[config.mk]
export PLATFORM = sky130hd
export DESIGN_NAME = differential_sensor_pd_motor_drive
export DESIGN_NICKNAME = d
export VERILOG_FILES = /design/src/dspd_pkg.sv /design/src/dspd_ctrl.sv /design/src/dspd_datapath.sv /design/src/differential_sensor_pd_motor_drive.sv
export SDC_FILE = /design/constraint.sdc
export NUM_CORES = 1
export LEC_CHECK = 0
export BUFFER_PORTS_ARGS = -buffer_cell sky130_fd_sc_hd__buf_2
export CORE_MARGIN = 2
export CORE_UTILIZATION = 40
export CTS_BUF_LIST = sky130_fd_sc_hd__clkbuf_4
export DETAILED_ROUTE_END_ITERATION = 6
export GPL_TIMING_DRIVEN = 0
export HOLD_SLACK_MARGIN = 0.05
export SYNTH_ARGS = -nofsm -noshare
export SYNTH_HDL_FRONTEND = slang
export SYNTH_HIERARCHICAL = 1
export SYNTH_SLANG_ARGS = --single-unit
[constraint.sdc]
create_clock -name i_clk -period 10.3 [get_ports i_clk]
set_clock_uncertainty 0.1 [all_clocks]
set_input_delay 0.515 -clock i_clk [delete_from_list [all_inputs] [get_ports i_clk]]
set_output_delay 0.515 -clock i_clk [all_outputs]
set_load 0.005 [all_outputs]
[src/dspd_pkg.sv]
// dspd_pkg: shared types and constants for the differential sensor PD motor drive.
// Holds controller states, command/status structs and configuration register layout.
// No dependencies.
package dspd_pkg;

    // sample width default (top-level parameter default)
    localparam int SAMPLE_BITS_DEF = 12;

    // fixed field widths
    localparam int GAIN_W     = 15;
    localparam int DUTY_W     = 13;
    localparam int ERR_W      = 8;
    localparam int DRIVE_W    = 25;
    localparam int CFG_IDX_W  = 3;
    localparam int CFG_DATA_W = 15;

    // error scaling: quotient magnitude stays below 100, so 7 bits
    localparam int ERR_SCALE = 100;
    localparam int QUO_BITS  = $clog2(ERR_SCALE);
    localparam int CNT_W     = $clog2(QUO_BITS);

    // register indexes
    localparam logic [CFG_IDX_W-1:0] CFG_PROP_GAIN      = 3'd0;
    localparam logic [CFG_IDX_W-1:0] CFG_DERIV_GAIN     = 3'd1;
    localparam logic [CFG_IDX_W-1:0] CFG_BASE_DUTY      = 3'd2;
    localparam logic [CFG_IDX_W-1:0] CFG_DUTY_LIMIT     = 3'd3;
    localparam logic [CFG_IDX_W-1:0] CFG_LOSS_THRESHOLD = 3'd4;

    // register reset values
    localparam logic [GAIN_W-1:0] PROP_GAIN_RST      = 15'd600;
    localparam logic [GAIN_W-1:0] DERIV_GAIN_RST     = 15'd3;
    localparam logic [DUTY_W-1:0] BASE_DUTY_RST      = 13'd4000;
    localparam logic [DUTY_W-1:0] DUTY_LIMIT_RST     = 13'd8000;
    localparam logic [DUTY_W-1:0] LOSS_THRESHOLD_RST = 13'd100;

    typedef struct packed {
        logic [GAIN_W-1:0] prop_gain;
        logic [GAIN_W-1:0] deriv_gain;
        logic [DUTY_W-1:0] base_duty;
        logic [DUTY_W-1:0] duty_limit;
        logic [DUTY_W-1:0] loss_threshold;
    } t_cfg;

    typedef enum logic [2:0] {
        ST_IDLE,
        ST_DIV,
        ST_MUL_P,
        ST_MUL_D,
        ST_OUT
    } t_state;

    // controller -> datapath
    typedef struct packed {
        logic load;
        logic div_step;
        logic mul_p;
        logic mul_d;
        logic out_load;
    } t_dp_cmd;

    // datapath -> controller
    typedef struct packed {
        logic out_free;
    } t_dp_stat;

endpackage

[src/dspd_ctrl.sv]
// dspd_ctrl: sequencing state machine for one sample pair.
// Steps the serial divider, the shared multiplier and the output load.
// Depends on dspd_pkg.
module dspd_ctrl (
    input  logic               i_clk,
    input  logic               i_rst_n,
    input  logic               i_in_valid,
    output logic               o_in_stall,
    input  dspd_pkg::t_dp_stat i_stat,
    output dspd_pkg::t_dp_cmd  o_cmd
);

    dspd_pkg::t_state            r_state, n_state;
    logic [dspd_pkg::CNT_W-1:0]  r_cnt, n_cnt;

    always_ff @(posedge i_clk) begin
        if (!i_rst_n) begin
            r_state <= dspd_pkg::ST_IDLE;
            r_cnt   <= '0;
        end else begin
            r_state <= n_state;
            r_cnt   <= n_cnt;
        end
    end

    always_comb begin
        n_state    = r_state;
        n_cnt      = r_cnt;
        o_cmd      = '0;
        o_in_stall = 1'b1;
        unique case (r_state)
            dspd_pkg::ST_IDLE: begin
                o_in_stall = 1'b0;
                if (i_in_valid) begin
                    o_cmd.load = 1'b1;
                    n_cnt      = '0;
                    n_state    = dspd_pkg::ST_DIV;
                end
            end
            dspd_pkg::ST_DIV: begin
                o_cmd.div_step = 1'b1;
                n_cnt          = r_cnt + 1'b1;
                if (r_cnt == dspd_pkg::CNT_W'(dspd_pkg::QUO_BITS - 1)) begin
                    n_state = dspd_pkg::ST_MUL_P;
                end
            end
            dspd_pkg::ST_MUL_P: begin
                o_cmd.mul_p = 1'b1;
                n_state     = dspd_pkg::ST_MUL_D;
            end
            dspd_pkg::ST_MUL_D: begin
                o_cmd.mul_d = 1'b1;
                n_state     = dspd_pkg::ST_OUT;
            end
            dspd_pkg::ST_OUT: begin
                if (i_stat.out_free) begin
                    o_cmd.out_load = 1'b1;
                    n_state        = dspd_pkg::ST_IDLE;
                end
            end
            default: begin
                n_state = dspd_pkg::ST_IDLE;
            end
        endcase
    end

endmodule

[src/dspd_datapath.sv]
// dspd_datapath: difference/sum divider, shared PD multiplier, saturation and output register.
// Driven by dspd_ctrl commands; configuration arrives as a t_cfg struct.
// Depends on dspd_pkg.
module dspd_datapath #(
    parameter int SAMPLE_BITS = dspd_pkg::SAMPLE_BITS_DEF
) (
    input  logic                                 i_clk,
    input  logic                                 i_rst_n,
    input  dspd_pkg::t_dp_cmd                    i_cmd,
    output dspd_pkg::t_dp_stat                   o_stat,
    input  dspd_pkg::t_cfg                       i_cfg,
    input  logic [SAMPLE_BITS-1:0]               i_left_sample,
    input  logic [SAMPLE_BITS-1:0]               i_right_sample,
    output logic                                 o_out_valid,
    input  logic                                 i_out_stall,
    output logic [dspd_pkg::DUTY_W-1:0]          o_motor_a_forward,
    output logic [dspd_pkg::DUTY_W-1:0]          o_motor_a_reverse,
    output logic [dspd_pkg::DUTY_W-1:0]          o_motor_b_forward,
    output logic [dspd_pkg::DUTY_W-1:0]          o_motor_b_reverse,
    output logic signed [dspd_pkg::ERR_W-1:0]    o_position_error,
    output logic signed [dspd_pkg::DRIVE_W-1:0]  o_steer_drive,
    output logic                                 o_track_lost
);

    localparam int SUM_W  = SAMPLE_BITS + 1;
    localparam int NUM_W  = SAMPLE_BITS + dspd_pkg::QUO_BITS;
    localparam int CMP_W  = (SUM_W > dspd_pkg::DUTY_W) ? SUM_W : dspd_pkg::DUTY_W;
    localparam int CMD_W  = dspd_pkg::DRIVE_W + 1;
    localparam int MA_W   = dspd_pkg::GAIN_W + 1;
    localparam int MB_W   = dspd_pkg::ERR_W + 1;
    localparam int DUTY_W = dspd_pkg::DUTY_W;
    localparam int ERR_W  = dspd_pkg::ERR_W;

    typedef struct packed {
        logic [DUTY_W-1:0] fwd;
        logic [DUTY_W-1:0] rev;
    } t_pair;

    // saturate at +/- lim, then split by sign; zero counts as forward
    function automatic t_pair sat_split(input logic signed [CMD_W-1:0] v,
                                        input logic signed [CMD_W-1:0] lim);
        logic signed [CMD_W-1:0] c;
        t_pair                   p;
        c = v;
        if (v > lim) begin
            c = lim;
        end else if (v < -lim) begin
            c = -lim;
        end
        if (c < 0) begin
            p.fwd = '0;
            p.rev = DUTY_W'(-c);
        end else begin
            p.fwd = DUTY_W'(c);
            p.rev = '0;
        end
        return p;
    endfunction

    // divider state
    logic [NUM_W-1:0]                  r_rem;
    logic [NUM_W-1:0]                  r_den;
    logic [dspd_pkg::QUO_BITS-1:0]     r_quo;
    logic                              r_neg;
    logic                              r_lost;
    // PD state
    logic signed [ERR_W-1:0]           r_err;
    logic signed [ERR_W-1:0]           r_prev;
    logic signed [dspd_pkg::DRIVE_W-1:0] r_acc;
    logic                              r_out_valid;

    logic [SAMPLE_BITS-1:0]            w_mag;
    logic [SUM_W-1:0]                  w_sum;
    logic signed [ERR_W-1:0]           w_err;
    logic signed [MA_W-1:0]            w_mul_a;
    logic signed [MB_W-1:0]            w_mul_b;
    logic signed [dspd_pkg::DRIVE_W-1:0] w_mul;
    logic signed [CMD_W-1:0]           w_base, w_drv, w_lim;
    t_pair                             w_a, w_b;

    assign w_mag = (i_left_sample >= i_right_sample) ? (i_left_sample - i_right_sample)
                                                     : (i_right_sample - i_left_sample);
    assign w_sum = SUM_W'(i_left_sample) + SUM_W'(i_right_sample);

    // signed error from quotient magnitude
    assign w_err = r_neg ? $signed(ERR_W'(0) - {1'b0, r_quo}) : $signed({1'b0, r_quo});

    // one shared multiplier: kp * err, then kd * (err - prev)
    always_comb begin
        if (i_cmd.mul_d) begin
            w_mul_a = $signed({1'b0, i_cfg.deriv_gain});
            w_mul_b = $signed({r_err[ERR_W-1], r_err}) - $signed({r_prev[ERR_W-1], r_prev});
        end else begin
            w_mul_a = $signed({1'b0, i_cfg.prop_gain});
            w_mul_b = $signed({w_err[ERR_W-1], w_err});
        end
    end
    assign w_mul = dspd_pkg::DRIVE_W'(w_mul_a) * dspd_pkg::DRIVE_W'(w_mul_b);

    assign w_base = $signed(CMD_W'(i_cfg.base_duty));
    assign w_lim  = $signed(CMD_W'(i_cfg.duty_limit));
    assign w_drv  = $signed({r_acc[dspd_pkg::DRIVE_W-1], r_acc});
    assign w_a    = sat_split(w_base + w_drv, w_lim);
    assign w_b    = sat_split(w_base - w_drv, w_lim);

    // restoring divide: den starts shifted up by QUO_BITS-1
    always_ff @(posedge i_clk) begin
        if (i_cmd.load) begin
            r_rem  <= NUM_W'(w_mag) * NUM_W'(dspd_pkg::ERR_SCALE);
            r_den  <= NUM_W'(w_sum + 1'b1) << (dspd_pkg::QUO_BITS - 1);
            r_neg  <= i_left_sample < i_right_sample;
            r_lost <= CMP_W'(w_sum) < CMP_W'(i_cfg.loss_threshold);
            r_quo  <= '0;
        end else if (i_cmd.div_step) begin
            if (r_rem >= r_den) begin
                r_rem <= r_rem - r_den;
                r_quo <= {r_quo[dspd_pkg::QUO_BITS-2:0], 1'b1};
            end else begin
                r_quo <= {r_quo[dspd_pkg::QUO_BITS-2:0], 1'b0};
            end
            r_den <= r_den >> 1;
        end
    end

    always_ff @(posedge i_clk) begin
        if (i_cmd.mul_p) begin
            r_err <= w_err;
            r_acc <= w_mul;
        end else if (i_cmd.mul_d) begin
            r_acc <= r_acc + w_mul;
        end
    end

    always_ff @(posedge i_clk) begin
        if (!i_rst_n) begin
            r_prev <= '0;
        end else if (i_cmd.mul_d) begin
            r_prev <= r_err;
        end
    end

    // output register
    always_ff @(posedge i_clk) begin
        if (!i_rst_n) begin
            r_out_valid <= 1'b0;
        end else if (i_cmd.out_load) begin
            r_out_valid <= 1'b1;
        end else if (!i_out_stall) begin
            r_out_valid <= 1'b0;
        end
    end

    always_ff @(posedge i_clk) begin
        if (i_cmd.out_load) begin
            o_position_error <= r_err;
            o_steer_drive    <= r_acc;
            o_track_lost     <= r_lost;
            if (r_lost) begin
                o_motor_a_forward <= '0;
                o_motor_a_reverse <= '0;
                o_motor_b_forward <= '0;
                o_motor_b_reverse <= '0;
            end else begin
                o_motor_a_forward <= w_a.fwd;
                o_motor_a_reverse <= w_a.rev;
                o_motor_b_forward <= w_b.fwd;
                o_motor_b_reverse <= w_b.rev;
            end
        end
    end

    assign o_out_valid     = r_out_valid;
    assign o_stat.out_free = !r_out_valid || !i_out_stall;

endmodule

[src/differential_sensor_pd_motor_drive.sv]
// differential_sensor_pd_motor_drive: top level, configuration registers and unit wiring.
// Instantiates dspd_ctrl and dspd_datapath; depends on dspd_pkg.
//
//  channel | direction | handshake                 | payload
//  --------+-----------+---------------------------+------------------------------------------
//  in      | input     | i_in_valid / o_in_stall   | i_left_sample, i_right_sample
//  out     | output    | o_out_valid / i_out_stall | o_motor_{a,b}_{forward,reverse},
//          |           |                           | o_position_error, o_steer_drive,
//          |           |                           | o_track_lost
//  cfg     | input     | i_cfg_valid / o_cfg_ready | i_cfg_index, i_cfg_data
//
// Steps per beat: accept, 7 restoring-divide steps (one quotient bit each), the shared
//   multiplier (kp*err, then kd*delta added in), then saturate and load out.
// A new beat is taken once the previous result sits in the output register, so the
//   next sample pair can enter while that result still waits to be taken.
// Stall on out holds the result; the item behind it waits in the final step.
// Reset (synchronous, active low) restores register defaults and a zero previous error.
// Config writes are always accepted; unknown indexes are dropped.
module differential_sensor_pd_motor_drive #(
    parameter int SAMPLE_BITS = dspd_pkg::SAMPLE_BITS_DEF
) (
    input  logic                                   i_clk,
    input  logic                                   i_rst_n,
    // input channel
    input  logic                                   i_in_valid,
    output logic                                   o_in_stall,
    input  logic [SAMPLE_BITS-1:0]                 i_left_sample,
    input  logic [SAMPLE_BITS-1:0]                 i_right_sample,
    // output channel
    output logic                                   o_out_valid,
    input  logic                                   i_out_stall,
    output logic [dspd_pkg::DUTY_W-1:0]            o_motor_a_forward,
    output logic [dspd_pkg::DUTY_W-1:0]            o_motor_a_reverse,
    output logic [dspd_pkg::DUTY_W-1:0]            o_motor_b_forward,
    output logic [dspd_pkg::DUTY_W-1:0]            o_motor_b_reverse,
    output logic signed [dspd_pkg::ERR_W-1:0]      o_position_error,
    output logic signed [dspd_pkg::DRIVE_W-1:0]    o_steer_drive,
    output logic                                   o_track_lost,
    // configuration write channel
    input  logic                                   i_cfg_valid,
    output logic                                   o_cfg_ready,
    input  logic [dspd_pkg::CFG_IDX_W-1:0]         i_cfg_index,
    input  logic [dspd_pkg::CFG_DATA_W-1:0]        i_cfg_data
);

    dspd_pkg::t_cfg     r_cfg;
    dspd_pkg::t_dp_cmd  w_cmd;
    dspd_pkg::t_dp_stat w_stat;

    // registers are always writable; only written while idle by contract
    assign o_cfg_ready = 1'b1;

    always_ff @(posedge i_clk) begin
        if (!i_rst_n) begin
            r_cfg.prop_gain      <= dspd_pkg::PROP_GAIN_RST;
            r_cfg.deriv_gain     <= dspd_pkg::DERIV_GAIN_RST;
            r_cfg.base_duty      <= dspd_pkg::BASE_DUTY_RST;
            r_cfg.duty_limit     <= dspd_pkg::DUTY_LIMIT_RST;
            r_cfg.loss_threshold <= dspd_pkg::LOSS_THRESHOLD_RST;
        end else if (i_cfg_valid && o_cfg_ready) begin
            unique case (i_cfg_index)
                dspd_pkg::CFG_PROP_GAIN:
                    r_cfg.prop_gain <= i_cfg_data;
                dspd_pkg::CFG_DERIV_GAIN:
                    r_cfg.deriv_gain <= i_cfg_data;
                dspd_pkg::CFG_BASE_DUTY:
                    r_cfg.base_duty <= i_cfg_data[dspd_pkg::DUTY_W-1:0];
                dspd_pkg::CFG_DUTY_LIMIT:
                    r_cfg.duty_limit <= i_cfg_data[dspd_pkg::DUTY_W-1:0];
                dspd_pkg::CFG_LOSS_THRESHOLD:
                    r_cfg.loss_threshold <= i_cfg_data[dspd_pkg::DUTY_W-1:0];
                default: begin
                end
            endcase
        end
    end

    // sequencer
    dspd_ctrl u_ctrl (
        .i_clk      (i_clk),
        .i_rst_n    (i_rst_n),
        .i_in_valid (i_in_valid),
        .o_in_stall (o_in_stall),
        .i_stat     (w_stat),
        .o_cmd      (w_cmd)
    );

    // divider, PD arithmetic, saturation, result register
    dspd_datapath #(
        .SAMPLE_BITS (SAMPLE_BITS)
    ) u_datapath (
        .i_clk             (i_clk),
        .i_rst_n           (i_rst_n),
        .i_cmd             (w_cmd),
        .o_stat            (w_stat),
        .i_cfg             (r_cfg),
        .i_left_sample     (i_left_sample),
        .i_right_sample    (i_right_sample),
        .o_out_valid       (o_out_valid),
        .i_out_stall       (i_out_stall),
        .o_motor_a_forward (o_motor_a_forward),
        .o_motor_a_reverse (o_motor_a_reverse),
        .o_motor_b_forward (o_motor_b_forward),
        .o_motor_b_reverse (o_motor_b_reverse),
        .o_position_error  (o_position_error),
        .o_steer_drive     (o_steer_drive),
        .o_track_lost      (o_track_lost)
    );

endmodule

==> flow_metrics.env <==
export IMPL_ys_warn_count=6
export IMPL_core_um2=61900
export IMPL_min_from="i_right_sample[11]"
export IMPL_busiest_layer="met2"
export IMPL_fin_ws_ns=0.767
export IMPL_timing_fmax_mhz=105
export IMPL_r2r_cells=34
export IMPL_r2r_end="u_datapath/r_acc[24]"
export IMPL_hold_depth=4
export IMPL_dieArea_um2=65000
export IMPL_syn_nets=3265
export IMPL_final_area_um2=28200
export IMPL_ys_top_cells_by_area="edfxtp_1, ha_1, fa_1"
export IMPL_rsz0062_at_grt="no"
export IMPL_cts_buffers=73
export IMPL_multiInputGateArea_um2=17200
export IMPL_floorplan_initialDensity=0.407
export IMPL_r2r_start="u_ctrl/r_state[1]"
export IMPL_yosysSeqAreaShare=0.259
export IMPL_antenna_found_initial=2
export IMPL_final_util=0.455
export IMPL_status="finished clean"
export IMPL_end_kind="flip-flop"
export IMPL_grt_use_met1=0.291
export IMPL_yosys_most_used_dff="edfxtp_1"
export IMPL_syn_cell_area_um2=25200
export IMPL_p_per_area_nw_per_um2=165
export IMPL_fill_cells=6075
export IMPL_final_cell_mix="ha_1, inv_1, nand2_1, nor2_1, buf_2"
export IMPL_place_ws_ns=0.564
export IMPL_grt_pass1_wl_mm=115
export IMPL_synthArstFlopShare=0
export IMPL_drc_errors=0
export IMPL_cts_tree="done"
export IMPL_synth_top_cell_area_share=0.180
export IMPL_critPathMaxFanout=10
export IMPL_ant_nets=0
export IMPL_post_cts_buffers=0
export IMPL_grtUsageTotal=0.226
export IMPL_worstPathRequired_ns=10.74
export IMPL_nNetsFinal=3503
export IMPL_cts_sinks=250
export IMPL_cts_root_buffer="clkbuf_4"
export IMPL_place_area_um2=26900
export IMPL_viasPerCell=5.46
export IMPL_clk_pin_slew_worst_paths_ns=0.06
export IMPL_die_x_um=255
export IMPL_io_buffers=134
export IMPL_drtIter0Drc=1462
export IMPL_fin_setup_tns_ns=0
export IMPL_critPathSlowestCell="o21ai_0"
export IMPL_ir_drop_mv=0.102
export IMPL_holdPathEnd="u_datapath/r_neg"
export IMPL_period_share=0.926
export IMPL_grt_max_degree=62
export IMPL_drt_total_wl_mm=72.7
export IMPL_syn_to_final_growth_pct=12.0
export IMPL_dp_hpwl_mm=58.7
export IMPL_vias=21442
export IMPL_drive_gt1_frac=0.119
export IMPL_hold_violations=0
export IMPL_rrSetupSlack_ns=0.77
export IMPL_ctsLongestPathBuffers=3
export IMPL_met2_usage=0.385
export IMPL_hold_path_class="primary input to flip-flop"
export IMPL_synthDistinctLibCells=100
export IMPL_postSynthAreaPerCell_um2=9.02
export IMPL_first_pass_iters=5
export IMPL_fin_crit_ns=9.53
export IMPL_grt_pass1_vias=21546
export IMPL_arrival_ns=9.98
export IMPL_overflow=0
export IMPL_htreeDepth=3
export IMPL_io_pins=136
export IMPL_seqCellArea_um2=6520
export IMPL_use_met3=0.0350
export IMPL_final_max_slew_viol_count=0
export IMPL_die_y_um=255
export IMPL_synth_edf_count=151
export IMPL_drv_cap=0
export IMPL_slowest_delay_ns=0.81
export IMPL_layout_commonest_cell="ha_1"
export IMPL_synth_seq_cells=250
export IMPL_yosys_area_top_type="edfxtp_1"
export IMPL_p_leak_nw=12.7
export IMPL_critPathKind="flip-flop to flip-flop"
export IMPL_cp_start_kind="flip-flop"
export IMPL_avgRoutedWirePerCell_um=18.5
export IMPL_row_count=91
export IMPL_holdWs_ns=0.127
export IMPL_setup_violations_final=0
export IMPL_synthCells=2793
export IMPL_clock_latency_ns=0.86
export IMPL_gp_congestion=0.937
export IMPL_worstMarginPinSlew_ns=1.02
export IMPL_slew_headroom=0.313
==> power breakdown <==
group / switching (mW) / internal (mW) / leakage, nW
logic: 1.42 / 1.05 / 9.90
clock network: 0.473 / 0.510 / 0.570
registers: 0.0338 / 1.18 / 2.22
==> how the worst max path moves through the flow <==
stage | start | end | slack, ns | cells after the start
2_1_floorplan | u_ctrl/r_state[1] | u_datapath/r_acc[24] | 2.04 | 31
3_3_place_gp | u_ctrl/r_state[1] | u_datapath/r_acc[24] | 0.68 | 31
3_5_place_dp | u_ctrl/r_state[1] | u_datapath/r_acc[24] | 0.56 | 31
4_1_cts | u_ctrl/r_state[1] | u_datapath/r_acc[24] | 0.48 | 31
5_1_grt | u_ctrl/r_state[1] | u_datapath/r_acc[24] | 0.14 | 34
6_report | u_ctrl/r_state[1] | u_datapath/r_acc[24] | 0.77 | 34
==> kinds of logic after synthesis <==
logic type / count (synthesis) / synth area share
mux: 157 / 0.0638
flops: 250 / 0.259
compound gates: 570 / 0.153
other cells: 1 / 0.000149
fa+ha+maj: 425 / 0.243
simple gates: 846 / 0.164
buf+inv: 382 / 0.0602
xor+xnor: 162 / 0.0563
==> metal layers <==
metal  wire, µm  vias to the layer above
li1           -                    10374
met1      32400                    10339
met2      34500                      606
met3       3580                      123
met4       2200                        0
met5          0                        -
==> what timing repair did <==
action | 4_1_cts | 5_1_grt
hold buffers | 28 | 0
hold endpoints to repair | 87 | 0
endpoints found under the setup margin | 0 | 1
gates resized for setup | 0 | 8
==> final cells by class <==
cell class                 instances  share of cell area
timing repair buffer             163              0.0347
tap                              837              0.0371
sequential                       250               0.231
clock buffer                     108              0.0288
inverter                         278              0.0370
buffer                           104              0.0169
multi-input combinational       2161               0.609
clock inverter                    22             0.00493
antenna                            4            0.000355
==> metrics by stage <==
step                      cells  power [mW]
after global routing       3927        5.10
final                      3927        4.67
after floorplan            2793        3.14
after CTS                  3923        4.70
after detailed placement   3765        3.67
after global placement     3764        3.62
==> Yosys cell counts (7+ instances only) <==
library cell and number:
a211o_1 8, a211oi_1 33, a21boi_0 7, a21o_1 65, a21oi_1 139, a22o_1 8
a31oi_1 19, and2_1 14, and3_1 24, buf_2 23, clkbuf_1 65, dfxtp_1 99
edfxtp_1 151, fa_1 107, ha_1 318, inv_1 275, mux2_2 28, mux2i_1 129
nand2_1 247, nand2b_1 44, nand3_1 43, nand4_1 20, nor2_1 228, nor2b_1 66
nor3_1 51, nor4_1 23, o2111ai_1 8, o211ai_1 11, o21a_1 24, o21ai_0 100
o21bai_1 29, o31a_1 10, o31ai_1 20, o41ai_1 14, or2_2 12, or3_1 25
xnor2_1 114, xor2_1 48
==> sequential cells by signal (all words and copies together) (netlist names), 7 cells and up <==
name,cells
u_datapath/r_den,19
u_datapath/o_steer_drive,25
u_datapath/r_prev,8
r_cfg,69
u_datapath/r_err,8
u_datapath/o_motor_a_forward,13
u_datapath/r_acc,25
u_datapath/o_position_error,8
u_datapath/o_motor_a_reverse,13
u_datapath/o_motor_b_forward,13
u_datapath/r_quo,7
u_datapath/r_rem,19
u_datapath/o_motor_b_reverse,13
==> critical path: cells and delay by family (launching register included) <==
kind            cells  cell delay [ns]
fa+ha+maj           8             3.13
compound gates     10             2.61
buf+inv             7             1.34
simple gates        6             1.14
xor+xnor            3             0.57
flops               1             0.32
No activity file was read; power rests on OpenSTA's default activity.
